`src/rtl/emkv_pkg.sv`:
```
// Shared types and constants for the exact-match key/value table.
`timescale 1ns / 1ps
package emkv_pkg;

   // Fixed field widths on the stream ports
   localparam int CMD_W       = 2;
   localparam int FIELD_W     = 64;
   localparam int COND_W      = 2;
   localparam int STATUS_W    = 2;
   localparam int CAP_W       = 9;
   localparam int REQ_TDATA_W = 136;
   localparam int RSP_TDATA_W = 72;

   localparam logic [CAP_W-1:0] CAP_RESET = 9'd256;

   // Defaults for the top-level parameters
   localparam int DEF_TABLE_ENTRIES = 256;
   localparam int DEF_KEY_WIDTH     = 64;
   localparam int DEF_VALUE_WIDTH   = 64;

   // Condition bits of an update
   localparam int COND_IF_ABSENT  = 0;
   localparam int COND_IF_PRESENT = 1;

   typedef enum logic [CMD_W-1:0] {
      CMD_LOOKUP = 2'd0,
      CMD_UPDATE = 2'd1,
      CMD_DELETE = 2'd2
   } command_type;

   typedef enum logic [STATUS_W-1:0] {
      ST_OK        = 2'd0,
      ST_NOT_FOUND = 2'd1,
      ST_EXISTS    = 2'd2,
      ST_FULL      = 2'd3
   } status_type;

   // Controller to datapath
   typedef struct packed {
      logic load_req;
      logic addr_clr;
      logic addr_inc;
      logic clear_wr;
      logic scan_rd;
      logic val_rd;
      logic commit;
   } ctl_cmd_type;

   // Datapath to controller
   typedef struct packed {
      logic addr_last;
      logic rsp_free;
   } dp_status_type;

endpackage

```
`src/rtl/emkv_ctrl.sv`:
```
// Sequencer for clearing, scanning and committing table transactions.
`timescale 1ns / 1ps
module emkv_ctrl (
   input  logic                   clock,
   input  logic                   reset,
   input  logic                   req_tvalid,
   output logic                   req_tready,
   input  emkv_pkg::dp_status_type dp_status,
   output emkv_pkg::ctl_cmd_type   ctl_cmd
);
   import emkv_pkg::*;

   typedef enum logic [5:0] {
      S_CLEAR  = 6'b000001,
      S_IDLE   = 6'b000010,
      S_SCAN   = 6'b000100,
      S_SETTLE = 6'b001000,
      S_DECIDE = 6'b010000,
      S_RESP   = 6'b100000
   } state_type;

   state_type state_ff;
   state_type state_in;

   always_ff @(posedge clock) begin
      if (reset) begin
         state_ff <= S_CLEAR;
      end else begin
         state_ff <= state_in;
      end
   end

   always_comb begin
      state_in   = state_ff;
      ctl_cmd    = '0;
      req_tready = 1'b0;
      case (state_ff)
         S_CLEAR: begin
            ctl_cmd.clear_wr = 1'b1;
            ctl_cmd.addr_inc = 1'b1;
            if (dp_status.addr_last) begin
               ctl_cmd.addr_clr = 1'b1;
               state_in         = S_IDLE;
            end
         end
         S_IDLE: begin
            req_tready = 1'b1;
            if (req_tvalid) begin
               ctl_cmd.load_req = 1'b1;
               ctl_cmd.addr_clr = 1'b1;
               state_in         = S_SCAN;
            end
         end
         S_SCAN: begin
            ctl_cmd.scan_rd  = 1'b1;
            ctl_cmd.addr_inc = 1'b1;
            if (dp_status.addr_last) begin
               ctl_cmd.addr_clr = 1'b1;
               state_in         = S_SETTLE;
            end
         end
         // last key read is compared here
         S_SETTLE: begin
            state_in = S_DECIDE;
         end
         S_DECIDE: begin
            ctl_cmd.val_rd = 1'b1;
            state_in       = S_RESP;
         end
         S_RESP: begin
            if (dp_status.rsp_free) begin
               ctl_cmd.commit = 1'b1;
               state_in       = S_IDLE;
            end
         end
         default: begin
            state_in = S_CLEAR;
         end
      endcase
   end

endmodule

```
`config.mk`:
```
export PLATFORM = sky130hd
export DESIGN_NAME = emkv_ctrl
export DESIGN_NICKNAME = d
export VERILOG_FILES = /design/src/rtl/emkv_pkg.sv /design/src/rtl/emkv_ctrl.sv
export SDC_FILE = /design/constraint.sdc
export NUM_CORES = 1
export LEC_CHECK = 0
export ABC_CLOCK_PERIOD_IN_PS = 1930
export BUFFER_PORTS_ARGS = -buffer_cell sky130_fd_sc_hd__buf_2
export CAP_MARGIN = 15
export CORE_AREA = 2 2 39 41
export CTS_BUF_LIST = sky130_fd_sc_hd__clkbuf_4 sky130_fd_sc_hd__clkbuf_8
export DETAILED_ROUTE_END_ITERATION = 16
export DIE_AREA = 0 0 41 43
export PLACE_DENSITY = 0.6
export SYNTH_ARGS = -nofsm -noshare
export SYNTH_HDL_FRONTEND = slang
export SYNTH_SLANG_ARGS = --single-unit
```
`constraint.sdc`:
```
create_clock -name clock -period 1.93 [get_ports clock]
set_input_delay 0.0965 -clock clock [delete_from_list [all_inputs] [get_ports clock]]
set_output_delay 0.0965 -clock clock [all_outputs]
set_load 0.05 [all_outputs]
```
==> flow_summary_export.csv <==
group,metric,value,unit
floorplan,start_util,0.290,
synthesis,post-synth-top-area-cell,"dfxtp_1",
synthesis,ys.warnings.count,0,
drt,dr.pass1.iters,4,
global_route,overflow,0,
place,port-buffer-count,12,
sta,max_freq,0.546,GHz
clock_network,cts_root_buf,"clkbuf_4",
floorplan,io_pins,13,
cells_and_area,fillers,147,
place,dp_hpwl,745,µm
floorplan,core_area,1380,µm²
cells_and_area,multi_input_area,270,µm²
floorplan,dieArea,1760,µm²
critical_path,crit_path_max_fanout,8,
pwr,p_total,534,µW
critical_path,r2r-end,"state_ff[2]",
sta,finalCritPeriodShare,0.949,
sta,rsz0062_at_grt,"no",
sta,finalSetupViolCount,0,
drt,met1Wirelength,402,µm
critical_path,r2r-start,"state_ff[5]",
pwr,ir_drop,0.000377,V
clock_network,cts_tree,"yes",
hold_path,whs_path_depth,2,
hold_path,holdCritStartpoint,"reset",
synthesis,synth_enable_flop_cells,0,
drt,wl,978,µm
clock_network,cts.sink_count,6,
cells_and_area,mostFrequentLayoutCells,"buf_2 (11), dfxtp_1 (6), inv_1 (5), nor2_1 (4), clkbuf_4 (3)",
pwr,static-leakage-power,0.234,nW
synthesis,synthCells,48,
drt,dr_wl_met2,507,µm
sta,whs,0.111,ns
critical_path,arrival,1.73,ns
clock_network,clk_pin_slew,0.05,ns
global_route,grt_pass1_vias,375,
critical_path,cp-end-kind,"output pin",
cells_and_area,fin_nets,69,
global_route,grt_antenna_before_repair,0,
synthesis,ys_seq_elements,6,
drt,met3WireLength,69,µm
cells_and_area,final_common_cell,"buf_2",
global_route,grt_usage,0.127,
drt,postRouteAntennaNets,0,
critical_path,worstRegToRegCells,4,
cells_and_area,largest_register_ffs,6,
drt,wire_per_inst,12.5,µm
cells_and_area,final_cell_count_no_fill,78,
synthesis,synth.top_cells.by_area,"dfxtp_1 (30%), or4_4 (5.6%), nor3_1 (5.0%)",
critical_path,critPathKind,"reg -> out",
cells_and_area,regMostFlops,"state_ff",
synthesis,ys_seq_area_frac,0.299,
synthesis,avgSynthCellArea,8.37,µm²
clock_network,h-tree-depth,1,
run,max-cap-violations,0,
sta,slew-limit-headroom,0.771,
synthesis,ys.flop_type,"dfxtp_1",
sta,slew_viol_final,0,
drt,drtIter0Drc,15,
synthesis,synth-async-reset-ratio,0,
drt,viasPerCell,5.38,
synthesis,synth_cell_types,28,
status,outcome,"completed",
critical_path,startpoint_type,"register",
cells_and_area,area_growth,28.0,%
cells_and_area,seq_area,120,µm²
drt,vias,420,
critical_path,cp_data_required_time,1.83,ns
floorplan,rows,14,
cells_and_area,drive_gt1_frac,0.419,
clock_network,clockBufferDepth,2,
global_route,grt_max_degree,9,
clock_network,clock_latency,0.24,ns
cells_and_area,largest_registers,"state_ff x6",
clock_network,cts_setup_buffers,0,
sta,worstMarginPinSlew,0.343,ns
floorplan,die_h,43,µm
synthesis,syn_area,402,µm²
place,gp_congestion,0.756,
sta,fin_worst_skew,0.00699,ns
critical_path,ff2ff_setup_slack,0.26,ns
hold_path,hold-path-endpoint,"state_ff[5]",
place,dp_cells,75,
hold_path,hold_class,"in -> reg",
pwr,power_density,1040,nW/µm²
sta,layout_min_cycle_time,1.83,ns
clock_network,cts_buffers,3,
cells_and_area,n_antenna_cell,0,
global_route,grt_pass1_wl,1540,µm
synthesis,synth_top_area_share,0.299,
synthesis,synthesis.nets,53,
sta,finalHoldViolCount,0,
floorplan,die_x,41,µm
drt,top_layer_used,"met3",
drt,drc,0,
==> where the power goes <==
group / internal [mW] / total (mW) / leakage [nW] / switching, mW
sequential: 0.137 / 0.158 / 0.0489 / 0.0211
clock: 0.0702 / 0.114 / 0.0138 / 0.0436
combinational: 0.0903 / 0.262 / 0.172 / 0.172
total: 0.297 / 0.534 / 0.234 / 0.237
==> layout make-up <==
| type | instances | area share |
|---|---|---|
| Clock buffer | 3 | 0.0438 |
| Tap cell | 16 | 0.0389 |
| Multi-Input combinational cell | 36 | 0.526 |
| Sequential cell | 6 | 0.234 |
| Timing Repair Buffer | 12 | 0.122 |
| Inverter | 5 | 0.0365 |
==> worst max-delay path, cell delays in order (launching register included) <==
cell and delay (ns):
dfxtp_1 0.39, or4b_1 0.54, or2_1 0.25, inv_1 0.06, buf_2 0.25
==> per-layer routing <==
layer  track usage  vias up
li1              -      200
met1         0.141      199
met2         0.219       21
met3        0.0471        0
met4        0.0200        0
met5             0        -
==> worst max-delay path by stage <==
stage | start | end | slack, ns | depth (start not counted)
2_1_floorplan | state_ff[2] | ctl_cmd[5] | -0.05 | 5
3_3_place_gp | state_ff[5] | state_ff[2] | 0.32 | 4
3_5_place_dp | state_ff[5] | state_ff[2] | 0.28 | 4
4_1_cts | state_ff[5] | ctl_cmd[5] | 0.04 | 5
5_1_grt | state_ff[2] | ctl_cmd[0] | 0.02 | 4
6_report | state_ff[2] | ctl_cmd[3] | 0.1 | 4
==> cells by family after synthesis <==
group,count (synthesis),share of synthesized area
simple gates,25,0.399
compound gates,9,0.184
flops,6,0.299
buf+inv,6,0.0748
xor+xnor,2,0.0436
==> what timing repair did <==
action,4_1_cts,5_1_grt
hold buffers,0,0
gates resized for setup,0,2
setup endpoints to repair,0,1
==> synth_stat cells (2+ instances only) <==
cell / count
nand2_1: 2
or4_4: 2
nor2_1: 4
nand2b_1: 2
nor3_1: 4
inv_1: 5
xnor2_1: 2
dfxtp_1: 6
or2_4: 2
==> metrics by stage <==
step	utilization	area (µm²)	setup WS (ns)	TNS, ns
after CTS	0.370	512	0.0416	0
after detailed placement	0.354	489	0.285	0
after floorplan	-	420	-0.0468	-0.0468
after global routing	0.372	514	0.0170	0
final	0.372	514	0.0988	0
after global placement	0.354	489	0.325	0
(Power assumes the default switching activity.)
